<file path="config.mk">
export PLATFORM = sky130hd
export DESIGN_NAME = sensor_slot_pairing_table
export DESIGN_NICKNAME = d
export VERILOG_FILES = /design/src/ssp_pkg.sv /design/src/ssp_ctrl.sv /design/src/ssp_datapath.sv /design/src/sensor_slot_pairing_table.sv
export SDC_FILE = /design/constraint.sdc
export NUM_CORES = 1
export LEC_CHECK = 0
export ABC_AREA = 1
export ABC_CLOCK_PERIOD_IN_PS = 2200
export BUFFER_PORTS_ARGS = -buffer_cell sky130_fd_sc_hd__buf_2
export CORE_MARGIN = 4
export CORE_UTILIZATION = 48
export DETAILED_ROUTE_END_ITERATION = 8
export PLACE_DENSITY_LB_ADDON = 0.3
export SYNTH_ARGS = -nofsm -noshare
export SYNTH_HDL_FRONTEND = slang
export SYNTH_SLANG_ARGS = --single-unit
</file>
<file path="constraint.sdc">
create_clock -name aclk -period 2.2 [get_ports aclk]
set_input_delay 0.33 -clock aclk [delete_from_list [all_inputs] [get_ports aclk]]
set_output_delay 0.33 -clock aclk [all_outputs]
set_load 0.01 [all_outputs]
</file>
<file path="src/ssp_pkg.sv">
`timescale 1ns / 1ps
// ----------------------------------------------------------------------------
// ssp_pkg
// Shared types, codes and constants for the sensor slot pairing table.
// ----------------------------------------------------------------------------
package ssp_pkg;

    localparam int SLOT_MAX = 5;
    localparam int COLOR_W  = 24;
    localparam int ID_W     = 8;
    localparam int STAT_W   = 8;
    localparam int NUM_W    = 4;

    typedef enum logic [2:0] {
        ST_EMPTY   = 3'd0,
        ST_PAIRING = 3'd1,
        ST_OK      = 3'd2,
        ST_OFFLINE = 3'd3,
        ST_ALARM   = 3'd4
    } slot_st_t;

    typedef enum logic {
        ACT_BUTTON = 1'b0,
        ACT_PACKET = 1'b1
    } act_t;

    typedef enum logic [1:0] {
        CTL_IDLE,
        CTL_EXEC,
        CTL_SEND
    } ctl_state_t;

    // Controller to datapath commands
    typedef struct packed {
        logic capture;  // latch the input item
        logic apply;    // update the table and load the result registers
    } ssp_cmd_t;

    localparam logic [COLOR_W-1:0] COLOR_EMPTY   = 24'h000000;
    localparam logic [COLOR_W-1:0] COLOR_PAIRING = 24'h0000FF;
    localparam logic [COLOR_W-1:0] COLOR_OK      = 24'h00FF00;
    localparam logic [COLOR_W-1:0] COLOR_OFFLINE = 24'h00FFFF;
    localparam logic [COLOR_W-1:0] COLOR_ALARM   = 24'hFF0000;

    localparam logic [STAT_W-1:0] ALARM_MASK_RST = 8'h01;

    function automatic logic [COLOR_W-1:0] color_of(input slot_st_t st);
        logic [COLOR_W-1:0] c;
        unique case (st)
            ST_PAIRING: c = COLOR_PAIRING;
            ST_OK:      c = COLOR_OK;
            ST_OFFLINE: c = COLOR_OFFLINE;
            ST_ALARM:   c = COLOR_ALARM;
            default:    c = COLOR_EMPTY;
        endcase
        return c;
    endfunction

endpackage

</file>
<file path="src/ssp_ctrl.sv">
`timescale 1ns / 1ps
// ----------------------------------------------------------------------------
// ssp_ctrl
// Sequencer: takes one event, has the datapath apply it, then offers the
// result until it is transferred.
// ----------------------------------------------------------------------------
module ssp_ctrl (
    input  logic             aclk,
    input  logic             aresetn,
    input  logic             s_valid,
    output logic             s_ready,
    output logic             m_valid,
    input  logic             m_ready,
    output ssp_pkg::ssp_cmd_t cmd
);
    import ssp_pkg::*;

    ctl_state_t state_reg;
    ctl_state_t state_next;

    always_ff @(posedge aclk) begin
        if (!aresetn) begin
            state_reg <= CTL_IDLE;
        end else begin
            state_reg <= state_next;
        end
    end

    always_comb begin
        state_next  = state_reg;
        s_ready     = 1'b0;
        m_valid     = 1'b0;
        cmd.capture = 1'b0;
        cmd.apply   = 1'b0;
        unique case (state_reg)
            CTL_IDLE: begin
                s_ready = aresetn;
                if (s_valid && aresetn) begin
                    cmd.capture = 1'b1;
                    state_next  = CTL_EXEC;
                end
            end
            CTL_EXEC: begin
                cmd.apply  = 1'b1;
                state_next = CTL_SEND;
            end
            CTL_SEND: begin
                m_valid = 1'b1;
                if (m_ready) begin
                    state_next = CTL_IDLE;
                end
            end
            default: begin
                state_next = CTL_IDLE;
            end
        endcase
    end

    a_no_overlap: assert property (@(posedge aclk) disable iff (!aresetn)
        !(s_ready && m_valid))
        else $error("input ready while a result is pending");

    a_result_after_accept: assert property (@(posedge aclk) disable iff (!aresetn)
        (s_valid && s_ready) |-> ##2 m_valid)
        else $error("result not presented two cycles after input transfer");

    a_single_apply: assert property (@(posedge aclk) disable iff (!aresetn)
        cmd.apply |=> !cmd.apply && m_valid)
        else $error("table update not followed by result");

    a_capture_only_on_accept: assert property (@(posedge aclk) disable iff (!aresetn)
        cmd.capture |-> (s_valid && s_ready))
        else $error("input captured without a transfer");

endmodule

</file>
<file path="src/ssp_datapath.sv">
`timescale 1ns / 1ps
// ----------------------------------------------------------------------------
// ssp_datapath
// Slot table, alarm mask, input latch and result registers.
// ----------------------------------------------------------------------------
module ssp_datapath #(
    parameter int SLOT_COUNT = 5
) (
    input  logic                            aclk,
    input  logic                            aresetn,
    input  ssp_pkg::ssp_cmd_t               cmd,
    input  logic                            cfg_wr,
    input  logic [ssp_pkg::STAT_W-1:0]      cfg_data,
    input  logic                            s_action,
    input  logic [ssp_pkg::NUM_W-1:0]       s_slot_number,
    input  logic [ssp_pkg::ID_W-1:0]        s_sensor_id,
    input  logic [ssp_pkg::STAT_W-1:0]      s_packet_status,
    output logic [ssp_pkg::COLOR_W-1:0]     color [ssp_pkg::SLOT_MAX],
    output logic                            alarm_sound,
    output logic                            store_request
);
    import ssp_pkg::*;

    logic [STAT_W-1:0]  alarm_mask_reg;

    act_t               action_reg;
    logic [NUM_W-1:0]   slot_number_reg;
    logic [ID_W-1:0]    sensor_id_reg;
    logic [STAT_W-1:0]  packet_status_reg;

    slot_st_t           st_reg   [SLOT_COUNT];
    slot_st_t           st_next  [SLOT_COUNT];
    logic [ID_W-1:0]    id_reg   [SLOT_COUNT];
    logic [ID_W-1:0]    id_next  [SLOT_COUNT];

    logic [COLOR_W-1:0] color_reg  [SLOT_MAX];
    logic [COLOR_W-1:0] color_next [SLOT_MAX];
    logic               sound_reg;
    logic               sound_next;
    logic               store_reg;
    logic               store_next;
    logic               is_alarm;

    always_ff @(posedge aclk) begin
        if (!aresetn) begin
            alarm_mask_reg <= ALARM_MASK_RST;
        end else if (cfg_wr) begin
            alarm_mask_reg <= cfg_data;
        end
    end

    always_ff @(posedge aclk) begin
        if (cmd.capture) begin
            action_reg        <= act_t'(s_action);
            slot_number_reg   <= s_slot_number;
            sensor_id_reg     <= s_sensor_id;
            packet_status_reg <= s_packet_status;
        end
    end

    assign is_alarm = |(packet_status_reg & alarm_mask_reg);

    // Event update: button marks a slot pairing; a packet pairs the lowest
    // pairing slot, else updates the first occupied slot with a matching id.
    always_comb begin
        logic paired;
        logic matched;
        paired     = 1'b0;
        matched    = 1'b0;
        store_next = 1'b0;
        for (int i = 0; i < SLOT_COUNT; i++) begin
            st_next[i] = st_reg[i];
            id_next[i] = id_reg[i];
        end
        if (action_reg == ACT_BUTTON) begin
            for (int i = 0; i < SLOT_COUNT; i++) begin
                if (slot_number_reg == NUM_W'(i + 1)) begin
                    st_next[i] = ST_PAIRING;
                end
            end
        end else begin
            for (int i = 0; i < SLOT_COUNT; i++) begin
                if (!paired && st_reg[i] == ST_PAIRING) begin
                    st_next[i] = ST_OK;
                    id_next[i] = sensor_id_reg;
                    paired     = 1'b1;
                end
            end
            store_next = paired;
            for (int i = 0; i < SLOT_COUNT; i++) begin
                if (!paired && !matched && st_reg[i] != ST_EMPTY &&
                    id_reg[i] == sensor_id_reg) begin
                    st_next[i] = is_alarm ? ST_ALARM : ST_OK;
                    matched    = 1'b1;
                end
            end
        end
    end

    always_comb begin
        sound_next = 1'b0;
        for (int i = 0; i < SLOT_COUNT; i++) begin
            if (st_next[i] == ST_ALARM || st_next[i] == ST_OFFLINE) begin
                sound_next = 1'b1;
            end
        end
    end

    for (genvar g = 0; g < SLOT_MAX; g++) begin : g_color
        if (g < SLOT_COUNT) begin : g_used
            assign color_next[g] = color_of(st_next[g]);
        end else begin : g_unused
            assign color_next[g] = COLOR_EMPTY;
        end
    end

    always_ff @(posedge aclk) begin
        if (!aresetn) begin
            for (int i = 0; i < SLOT_COUNT; i++) begin
                st_reg[i] <= ST_EMPTY;
                id_reg[i] <= '0;
            end
        end else if (cmd.apply) begin
            for (int i = 0; i < SLOT_COUNT; i++) begin
                st_reg[i] <= st_next[i];
                id_reg[i] <= id_next[i];
            end
        end
    end

    always_ff @(posedge aclk) begin
        if (cmd.apply) begin
            for (int i = 0; i < SLOT_MAX; i++) begin
                color_reg[i] <= color_next[i];
            end
            sound_reg <= sound_next;
            store_reg <= store_next;
        end
    end

    assign color         = color_reg;
    assign alarm_sound   = sound_reg;
    assign store_request = store_reg;

endmodule

</file>
<file path="src/sensor_slot_pairing_table.sv">
`timescale 1ns / 1ps
// ----------------------------------------------------------------------------
// sensor_slot_pairing_table
// Table of sensor slots with pairing, alarm tracking and per-slot colors.
// ----------------------------------------------------------------------------
// Each event (button press or radio packet) yields exactly one result: the
// color of every slot and the buzzer and store flags after the event. An
// event is taken in the controller's IDLE state, applied to the table in
// EXEC, and its result is offered in SEND; the block takes a new event in
// the cycle after the result transfer, so it takes no new event while a
// result is pending, in the controller's three-state sequence. The
// alarm mask can be written at any time on the cfg channel, which is always
// ready; it resets to 1. Slot colors at or above SLOT_COUNT read as zero.
module sensor_slot_pairing_table #(
    parameter int SLOT_COUNT = 5
) (
    input  logic                            aclk,
    input  logic                            aresetn,

    input  logic                            cfg_valid,
    output logic                            cfg_ready,
    input  logic [ssp_pkg::STAT_W-1:0]      cfg_data,

    input  logic                            s_valid,
    output logic                            s_ready,
    input  logic                            s_action,
    input  logic [ssp_pkg::NUM_W-1:0]       s_slot_number,
    input  logic [ssp_pkg::ID_W-1:0]        s_sensor_id,
    input  logic [ssp_pkg::STAT_W-1:0]      s_packet_status,

    output logic                            m_valid,
    input  logic                            m_ready,
    output logic [ssp_pkg::COLOR_W-1:0]     m_slot0_color,
    output logic [ssp_pkg::COLOR_W-1:0]     m_slot1_color,
    output logic [ssp_pkg::COLOR_W-1:0]     m_slot2_color,
    output logic [ssp_pkg::COLOR_W-1:0]     m_slot3_color,
    output logic [ssp_pkg::COLOR_W-1:0]     m_slot4_color,
    output logic                            m_alarm_sound,
    output logic                            m_store_request
);
    import ssp_pkg::*;

    ssp_cmd_t           cmd;
    logic [COLOR_W-1:0] color [SLOT_MAX];

    assign cfg_ready = 1'b1;

    ssp_ctrl u_ctrl (
        .aclk    (aclk),
        .aresetn (aresetn),
        .s_valid (s_valid),
        .s_ready (s_ready),
        .m_valid (m_valid),
        .m_ready (m_ready),
        .cmd     (cmd)
    );

    ssp_datapath #(
        .SLOT_COUNT (SLOT_COUNT)
    ) u_datapath (
        .aclk            (aclk),
        .aresetn         (aresetn),
        .cmd             (cmd),
        .cfg_wr          (cfg_valid && cfg_ready),
        .cfg_data        (cfg_data),
        .s_action        (s_action),
        .s_slot_number   (s_slot_number),
        .s_sensor_id     (s_sensor_id),
        .s_packet_status (s_packet_status),
        .color           (color),
        .alarm_sound     (m_alarm_sound),
        .store_request   (m_store_request)
    );

    assign m_slot0_color = color[0];
    assign m_slot1_color = color[1];
    assign m_slot2_color = color[2];
    assign m_slot3_color = color[3];
    assign m_slot4_color = color[4];

endmodule
</file>
==> results of run 1 <==
==> worst paths after layout <==
path | to
max | u_datapath.alarm_sound
max reg2reg | u_datapath.alarm_sound
min | u_datapath.packet_status_reg[7]
min reg2reg | u_datapath.alarm_mask_reg[0]
==> cells in the mapped netlist <==
master,instances
nor3_1,7
o2111ai_1,1
nor3_2,1
nand3b_1,2
o21ai_0,14
nand4_2,1
xor2_1,8
a22o_1,4
o21bai_4,1
a21oi_1,14
nand3_4,1
a21oi_2,1
edfxtp_1,93
nor2_4,6
inv_2,14
xnor2_1,9
clkbuf_1,4
nor4_1,2
nand4_1,8
o21bai_2,1
inv_1,52
dfxtp_1,10
buf_4,110
o21ai_1,4
nand3_2,6
nand2_2,6
a31oi_2,1
nor2_1,98
nor2_2,5
nand2_1,123
a31oi_1,1
clkinv_1,1
buf_2,2
clkinv_2,1
conb_1,1
nand3_1,35
buf_6,1
o21bai_1,1
==> area by class of cell <==
type,instances,area (µm²),area share
repair buffers,193,1064,0.1582
well taps,147,183.9,0.02736
clock buffers,11,242.7,0.03611
clock inverters,5,65.06,0.009680
flip-flops and latches,103,2993,0.4453
multi-input cells,362,1917,0.2852
inverters,68,256.5,0.03816
==> stage by stage <==
stage               setup WS [ns]    util  setup TNS, ns  hold slack, ns  power (mW)
floorplan                  0.2125       -              0          0.4289       2.916
global placement         -0.07604  0.5151       -0.07604          0.4650       3.080
detailed placement       -0.06755  0.5151       -0.06755          0.4664       3.092
CTS                      -0.03136  0.5450       -0.03136          0.1433       4.712
global route              -0.1933  0.5596        -0.5389          0.1410       4.940
finish                    -0.1112  0.5596        -0.1112          0.1520       4.731
==> power by group <==
group          switching (mW)  internal, mW  leakage [nW]  total [mW]
Sequential             0.0810          2.26         0.993        2.35
Clock                   0.708         0.926         0.151        1.63
Combinational           0.464         0.288          1.99       0.752
==> worst reg2reg max path: stages, from the launching register on <==
cell and delay, ns:
edfxtp_1 0.55, xnor2_2 0.24, nand2_1 0.08, nor2_1 0.10, nand4_1 0.22, nand4_1 0.28, nand2_1 0.10, nand3_1 0.08
nand2_1 0.07, nand3b_1 0.09, nand2_1 0.05, nor2_1 0.12, nand2_1 0.07
==> what timing repair did <==
item / CTS / global route
pin swaps: 6 / 23
buffers inserted: 3 / 8
endpoints found under the setup margin: 1 / 10
gates resized for setup: 7 / 25
==> layer usage <==
| layer | wire length [µm] | up-vias | GRT usage |
|---|---|---|---|
| met5 | 0 | - | 0 |
| met4 | 253 | 0 | 0.06517 |
| met3 | 836 | 22 | 0.03349 |
| met2 | 6310 | 192 | 0.3009 |
| met1 | 5544 | 2038 | 0.2287 |
| li1 | - | 2177 | - |
==> cells by family (layout without fill, tap and decap cells) <==
group,count (synthesis),count (layout),synth area share
simple gates,301,301,0.2300
buf+inv,185,277,0.1900
flops,103,103,0.5084
compound gates,43,43,0.04570
xor+xnor,17,17,0.02529
other cells,1,1,0.0006370
==> flow_summary.json, run 1 <==
{
  "crit_path_frequent_cell": "nand2_1",
  "grt_usage": 0.1783,
  "final_cell_count_no_fill": 889,
  "wire_per_inst_um": 14.56,
  "antenna_cells": 0,
  "critical-path-top-delay-family": "simple AND/OR/NAND/NOR gates",
  "required_ns": 2.29,
  "fill_cells": 1028,
  "arrival_ns": 2.40,
  "place_area_um2": 6187,
  "violations": "negative setup slack",
  "synth_top_area_frac": 0.4744,
  "layout_commonest_cell": "buf_2",
  "die_w_um": 118.7,
  "ys_seq_area_frac": 0.5084,
  "vdd_ir_drop_max_mv": 0.4858,
  "timing.fmax_ghz": 0.4327,
  "layout_setup_ws_ns": -0.1112,
  "skew_ns": 0.01176,
  "hpwlAfterDp_um": 9709,
  "gp_congestion": 0.9707,
  "drive_gt1_frac": 0.3747,
  "path_clk_slew_ns": 0.07,
  "reg2regPathDepth": 12,
  "cp.depth": 12,
  "dpl.cell_count": 862,
  "period_needed_ns": 2.311,
  "worst_pin_slew_ns": 1.166,
  "p_leak_nw": 3.129,
  "clock_latency_ns": 0.35,
  "drtIter0Drc": 324,
  "row_count": 40,
  "crit_start": "u_datapath.sensor_id_reg[6]",
  "r2r_slack_ns": -0.11,
  "critPathMaxFanout": 6,
  "yosys.area.top_type": "edfxtp_1",
  "cts-hold-fix-buffers": 0,
  "drt_first_pass_iters": 5,
  "path_class": "reg -> reg",
  "route.detailed.drc": 0,
  "synthCells": 650,
  "rsz0062_at_grt": "yes",
  "path_buf_inv": 0,
  "core-area_um2": 12010,
  "synth_nets": 684,
  "clock-sinks": 103,
  "antenna_found_initial": 0,
  "grt_max_degree": 22,
  "cap_violations": 0,
  "routed_wl_um": 12950,
  "cts-root-buf": "clkbuf_16",
  "final_area_um2": 6721,
  "dieArea_um2": 14100,
  "critPathSlowestCell": "edfxtp_1",
  "hold_viol": 0,
  "fin_crit_sh": 1.051,
  "crit_chain": "xnor2_2 > nand2_1 > nor2_1 > nand4_1 > nand4_1 > nand2_1 > nand3_1 > nand2_1 > nand3b_1 > nand2_1 > nor2_1 > nand2_1",
  "critPathCaptureType": "register",
  "grt_pass1_wl_um": 19910,
  "vias": 4429,
  "htree_levels": 3,
  "grt_pass1_vias": 4111,
  "largest_reg_flops": 40,
  "timing.critical_path.from_type": "register",
  "syn_to_final_growth_pct": 14.18,
  "r2r-start": "u_datapath.sensor_id_reg[6]",
  "cellPowerDensity_nw_per_um2": 703.8,
  "synth_seq_cells": 103,
  "io_pins": 159,
  "hold_path_depth": 1,
  "synth.distinct_cells": 38,
  "setup_viol": 1,
  "status": "finished, violations left",
  "numCtsBuffers": 9,
  "die_y_um": 118.7,
  "final_nets": 771,
  "synth_area_leaders": "edfxtp_1 (47%), buf_4 (14%), nand2_1 (7.8%)",
  "min_path_type": "in -> reg",
  "syn_avg_cell_area_um2": 9.057,
  "cts_buffer_depth": 2,
  "viasPerCell": 4.982,
  "crit_path_max_incr_delay_ns": 0.55,
  "start_util": 0.4901,
  "ant_nets": 0,
  "slew_violations": 0,
  "port_buffers": 157,
  "syn_area_um2": 5887,
  "hold_start": "s_packet_status[7]",
  "yosysWarnings": 0,
  "grt_overflow": 0,
  "slew_headroom": 0.2228,
  "final_cell_mix": "buf_2 (157), nand2_1 (118), edfxtp_1 (93)",
  "cts_tree": "done"
}
(Power assumes the default switching activity.)
==> run 2, diff against run 1 <==
--- a/config.mk
+++ b/config.mk
@@ -7,8 +7,8 @@
 export LEC_CHECK = 0
 export ABC_AREA = 1
-export ABC_CLOCK_PERIOD_IN_PS = 2200
+export ABC_CLOCK_PERIOD_IN_PS = 2940
 export BUFFER_PORTS_ARGS = -buffer_cell sky130_fd_sc_hd__buf_2
 export CORE_MARGIN = 4
-export CORE_UTILIZATION = 48
+export CORE_UTILIZATION = 57
 export DETAILED_ROUTE_END_ITERATION = 8
 export PLACE_DENSITY_LB_ADDON = 0.3
==> constraint.sdc (replaced) <==
create_clock -name aclk -period 2.94 [get_ports aclk]
set_input_delay 0.441 -clock aclk [delete_from_list [all_inputs] [get_ports aclk]]
set_output_delay 0.441 -clock aclk [all_outputs]
set_load 0.005 [all_outputs]
==> run 2 against run 1 <==
  * The run now ends clean
  * Clock skew fell by 0.0026 ns
  * Clock-buffer cell count fell by 1
  * Combinational power fell by 38%
  * Clock power fell by 48%
  * Non-clock buffer count fell by 28
  * Worst hold slack improved by 0.080 ns
  * Sequential share of layout area rose by 3.5 points
  * Register-to-register slack improved by 0.71 ns
  * First-iteration DRC count rose by 23%
  * Final cell count fell by 4.7%
  * Sequential cell count did not move
  * Maximum frequency fell by 1.2%
  * Critical path type unchanged
==> flow_summary.json, run 2 (same netlist as run 1, synthesis figures left out) <==
{
  "routed_wl_um": 12080,
  "drive_gt1_frac": 0.3165,
  "row_count": 36,
  "vias": 4327,
  "critPathSlowestCell": "edfxtp_1",
  "slew_headroom": 0.4165,
  "start_util": 0.5941,
  "core-area_um2": 9910,
  "antenna_cells": 0,
  "fin_util": 0.6284,
  "ant_nets": 0,
  "final_cell_mix": "buf_2 (157), nand2_1 (123), nor2_1 (97)",
  "dieArea_um2": 12020,
  "port_buffers": 157,
  "skew_ns": 0.009181,
  "status": "completed",
  "multi_input_area_um2": 1778,
  "cts-root-buf": "clkbuf_8",
  "grt_pass1_vias": 3830,
  "vdd_ir_drop_max_mv": 0.3749,
  "setup_tns_ns": 0,
  "grt_pass1_wl_um": 18570,
  "clock-sinks": 103,
  "fill_cells": 843,
  "clock_latency_ns": 0.38,
  "grt_usage": 0.2015,
  "required_ns": 3.08,
  "wire_per_inst_um": 14.27,
  "cellPowerDensity_nw_per_um2": 492.9,
  "rsz0062_at_grt": "no",
  "slew_violations": 0,
  "htree_levels": 3,
  "cts_buffer_depth": 2,
  "fin_crit_sh": 0.7958,
  "hold_viol": 0,
  "layout_commonest_cell": "buf_2",
  "die_y_um": 109.6,
  "io_pins": 159,
  "p_int_mw": 2.204,
  "cts_tree": "done",
  "worst_pin_slew_ns": 0.8672,
  "final-seq-area_um2": 2993,
  "antenna_found_initial": 0,
  "arrival_ns": 2.48,
  "crit_chain": "clkinv_2 > nand2_1 > nand2_1 > nand2_1 > nor2_1 > clkinv_1 > nor2_4 > nor2_4 > nand3_2 > nand2_1 > nand3_1 > nand2_1 > nand3b_1 > nand3_1 > nor2_1 > nand2_1",
  "grt_max_degree": 26,
  "min_path_type": "in -> reg",
  "syn_to_final_growth_pct": 5.781,
  "numCtsBuffers": 9,
  "timing.fmax_ghz": 0.4274,
  "timing.critical_path.from_type": "register",
  "p_sw_frac": 0.2821,
  "hpwlAfterDp_um": 9197,
  "route.detailed.drc": 0,
  "power_frac_seq": 0.571,
  "grt_overflow": 0,
  "comb_power_share": 0.153,
  "postCtsSetupRepairBufs": 0,
  "cts.repair.resized": 0,
  "critPathCaptureType": "register",
  "crit_path_frequent_cell": "nand2_1",
  "critPathMaxFanout": 6,
  "setup_viol": 0,
  "cap_violations": 0,
  "largest_reg_flops": 40,
  "p_sw_mw": 0.8659,
  "cts-hold-fix-buffers": 0,
  "final_nets": 743,
  "drtIter0Drc": 399,
  "path_buf_inv": 2,
  "p_leak_nw": 2.912,
  "drt_first_pass_iters": 5,
  "power.total_mw": 3.070,
  "path_clk_slew_ns": 0.10,
  "place_area_um2": 6040,
  "crit_path_max_incr_delay_ns": 0.53,
  "die_w_um": 109.6,
  "critical-path-top-delay-family": "simple AND/OR/NAND/NOR gates",
  "hold_slack_ns": 0.2321,
  "clock_power_share": 0.276,
  "period_needed_ns": 2.340,
  "viasPerCell": 5.109,
  "gp_congestion": 0.9966,
  "path_class": "reg -> reg",
  "final_area_um2": 6227
}
-- run 2: path summary, 6_finish.rpt --
path                            slack (ns)                    startpoint  cells past startpoint                              end
worst max register to register        0.60   u_datapath.sensor_id_reg[7]                     16           u_datapath.alarm_sound
worst max-delay path                  0.60   u_datapath.sensor_id_reg[7]                     16           u_datapath.alarm_sound
worst min register to register        0.48  u_datapath.alarm_mask_reg[0]                      2     u_datapath.alarm_mask_reg[0]
worst min-delay path                  0.23            s_packet_status[0]                      1  u_datapath.packet_status_reg[0]
-- run 2: area by class of cell --
cell class	instances	share of cell area
Inverter	68	0.04119
Tap cell	133	0.02672
Multi-Input combinational cell	362	0.2855
Sequential cell	103	0.4806
Clock inverter	6	0.009644
Clock buffer	10	0.02049
Timing Repair Buffer	165	0.1358
-- run 2: power groups by stage --
stage	Clock [mW]	Sequential [mW]	Combinational, mW
3_3_place_gp	0	1.78	0.459
3_5_place_dp	0	1.78	0.467
6_report	0.848	1.75	0.469
2_1_floorplan	0	1.77	0.378
5_1_grt	0.929	1.76	0.527
4_1_cts	0.867	1.75	0.471
-- run 2: per-layer routing --
| metal | vias up | global-route usage | wire (µm) |
|---|---|---|---|
| li1 | 2113 | - | - |
| met2 | 213 | 0.3217 | 5801 |
| met4 | 0 | 0.07213 | 181 |
| met3 | 14 | 0.03288 | 1108 |
| met5 | - | 0 | 0 |
| met1 | 1987 | 0.2798 | 4991 |
-- run 2: through the flow --
| step | setup WS, ns | std cells |
|---|---|---|
| final | 0.6003 | 847 |
| after floorplan | 0.6107 | 650 |
| after global routing | 0.3280 | 847 |
| after detailed placement | 0.6318 | 831 |
| after CTS | 0.6105 | 847 |
| after global placement | 0.6670 | 831 |
==> run 3, diff against run 2 <==
ABC_CLOCK_PERIOD_IN_PS = 2400   (was 2940)
CORE_UTILIZATION = 53   (was 57)
clock period = 2.4 ns   (was 2.94 ns; I/O delays follow)
==> run 3 against run 2 <==
  * Highest routed layer unchanged
  * Final cell count increased by 2.6%
  * Critical path depth decreased by 4
  * Register-to-register slack got worse by 0.51 ns
  * Sequential power increased by 23%
  * First-iteration DRC count decreased by 42%
  * Global-route usage decreased by 1.6 points
  * Power increased by 29%
  * Cell area increased by 3.8%
  * Largest power group unchanged
  * Clock power increased by 43%
  * Utilization decreased by 3.2 points
  * Critical endpoint unchanged
==> flow_summary.json, run 3 (same netlist as run 1, synthesis figures left out) <==
{
  "slew_headroom": 0.5559,
  "dieArea_um2": 12860,
  "drtIter0Drc": 230,
  "slew_violations": 0,
  "start_util": 0.5431,
  "clock-sinks": 103,
  "row_count": 38,
  "port_buffers": 157,
  "antenna_found_initial": 0,
  "drt_first_pass_iters": 6,
  "p_sw_frac": 0.2644,
  "rr_endpoint": "u_datapath.alarm_sound",
  "critPathCaptureType": "register",
  "p_leak_nw": 3.024,
  "grt_pass1_vias": 3974,
  "place_area_um2": 6083,
  "routed_wl_um": 12270,
  "final_nets": 758,
  "skew_ns": 0.01590,
  "status": "completed",
  "hpwlAfterDp_um": 9228,
  "r2r-start": "u_datapath.sensor_id_reg[5]",
  "cts-root-buf": "clkbuf_8",
  "numCtsBuffers": 9,
  "die_y_um": 113.4,
  "rsz0062_at_grt": "yes",
  "power_frac_seq": 0.542,
  "cts_tree": "done",
  "comb_power_share": 0.153,
  "worst_pin_slew_ns": 0.6645,
  "route.detailed.drc": 0,
  "htree_levels": 3,
  "period_needed_ns": 2.307,
  "vdd_ir_drop_max_mv": 0.3408,
  "hold_path_depth": 1,
  "final_cell_mix": "buf_2 (157), nand2_1 (116), nor2_1 (93), edfxtp_1 (93), inv_1 (52)",
  "vias": 4320,
  "antenna_cells": 0,
  "final_area_um2": 6461,
  "fill_cells": 919,
  "io_pins": 159,
  "cts_buffer_depth": 2,
  "r2r_slack_ns": 0.09,
  "power.total_mw": 3.960,
  "setup_viol": 0,
  "grt_pass1_wl_um": 18930,
  "path_class": "reg -> reg",
  "required_ns": 2.54,
  "p_int_mw": 2.913,
  "grt_usage": 0.1856,
  "die_w_um": 113.4,
  "min_path_type": "in -> reg",
  "reg2regPathDepth": 12,
  "cap_violations": 0,
  "layout_setup_ws_ns": 0.09275,
  "final_cell_count_no_fill": 869,
  "grt_max_degree": 26,
  "syn_to_final_growth_pct": 9.756,
  "hold_start": "s_slot_number[0]",
  "fin_crit_sh": 0.9614,
  "largest_reg_flops": 40,
  "timing.fmax_ghz": 0.4334,
  "final-seq-area_um2": 2993,
  "wire_per_inst_um": 14.12,
  "dpl.cell_count": 841,
  "ant_nets": 0,
  "core-area_um2": 10840,
  "clock_power_share": 0.305,
  "timing.critical_path.from_type": "register",
  "critPathMaxFanout": 6,
  "path_clk_slew_ns": 0.10,
  "gp_congestion": 0.9659,
  "clock_latency_ns": 0.37,
  "hold_viol": 0,
  "grt_overflow": 0,
  "layout_commonest_cell": "buf_2",
  "multi_input_area_um2": 1838,
  "p_sw_mw": 1.047,
  "hold_slack_ns": 0.1565,
  "dp_slack_ns": 0.1252,
  "cellPowerDensity_nw_per_um2": 612.9,
  "holdPathEnd": "u_datapath.slot_number_reg[0]",
  "viasPerCell": 4.971,
  "arrival_ns": 2.45,
  "drive_gt1_frac": 0.3525
}
-- run 3: cell count changes in the layout (fill, tap and decap cells not counted), moves of 2 or more --
cell / previous run / this run
buf_4: 8 / 22
nor2_2: 6 / 9
nand2_1: 123 / 116
bufinv_16: 0 / 2
xnor2_2: 0 / 2
xnor2_1: 9 / 7
nand2_2: 6 / 13
nor2_1: 97 / 93
-- run 3: worst max-delay path by stage --
stage	to	startpoint	cells after the start	slack (ns)
6_report	u_datapath.alarm_sound	u_datapath.sensor_id_reg[5]	12	0.09
2_1_floorplan	u_datapath.id_reg[0][0]	u_ctrl.state_reg[0]	4	0.07
4_1_cts	u_datapath.alarm_sound	u_datapath.sensor_id_reg[7]	16	0.08
3_3_place_gp	u_datapath.alarm_sound	u_datapath.sensor_id_reg[6]	12	0.16
3_5_place_dp	u_datapath.alarm_sound	u_datapath.sensor_id_reg[6]	12	0.13
5_1_grt	u_datapath.alarm_sound	u_datapath.sensor_id_reg[4]	13	-0.05
-- run 3: final cells by class --
class                   count  share of cell area
clock inverters             7             0.01607
repair buffers            180              0.1503
well taps                 140             0.02711
clock buffers               9             0.01917
inverters                  68             0.03970
flip-flops and latches    103              0.4632
multi-input cells         362              0.2845
-- run 3: per-stage QoR --
step	util	TNS, ns
detailed placement	0.5612	0
floorplan	-	0
global placement	0.5612	0
finish	0.5960	0
CTS	0.5822	0
global route	0.5960	-0.04609
-- run 3: power groups by stage --
stage / clock [mW] / combinational (mW) / sequential [mW]
2_1_floorplan: 0 / 0.463 / 2.17
3_3_place_gp: 0 / 0.570 / 2.18
3_5_place_dp: 0 / 0.580 / 2.19
4_1_cts: 1.24 / 0.585 / 2.15
5_1_grt: 1.32 / 0.679 / 2.16
6_report: 1.21 / 0.608 / 2.15
-- run 3: worst max-delay path, cell delays in order, from the launching register on --
cell	delay, ns
edfxtp_1	0.50
buf_4	0.19
o2111ai_1	0.29
nor2_4	0.09
buf_4	0.15
nor2_4	0.13
nand4_1	0.14
nand3_1	0.16
nand2_2	0.08
nand3_2	0.09
nand2_1	0.05
nor2_1	0.11
nand2_1	0.07
-- run 3: timing repair --
item                                    CTS  global route
hold buffers                              0             0
gates resized for setup                   0            17
buffers inserted                          0            12
endpoints found under the setup margin    0             1
endpoints found under the hold margin     0             0
-- run 3: routing by layer --
layer	global-route usage	vias to the layer above	routed length, µm
met5	0	-	0
met4	0.06651	0	287
met2	0.3077	199	5830
met1	0.2501	1940	5223
li1	-	2150	-
met3	0.02759	31	931
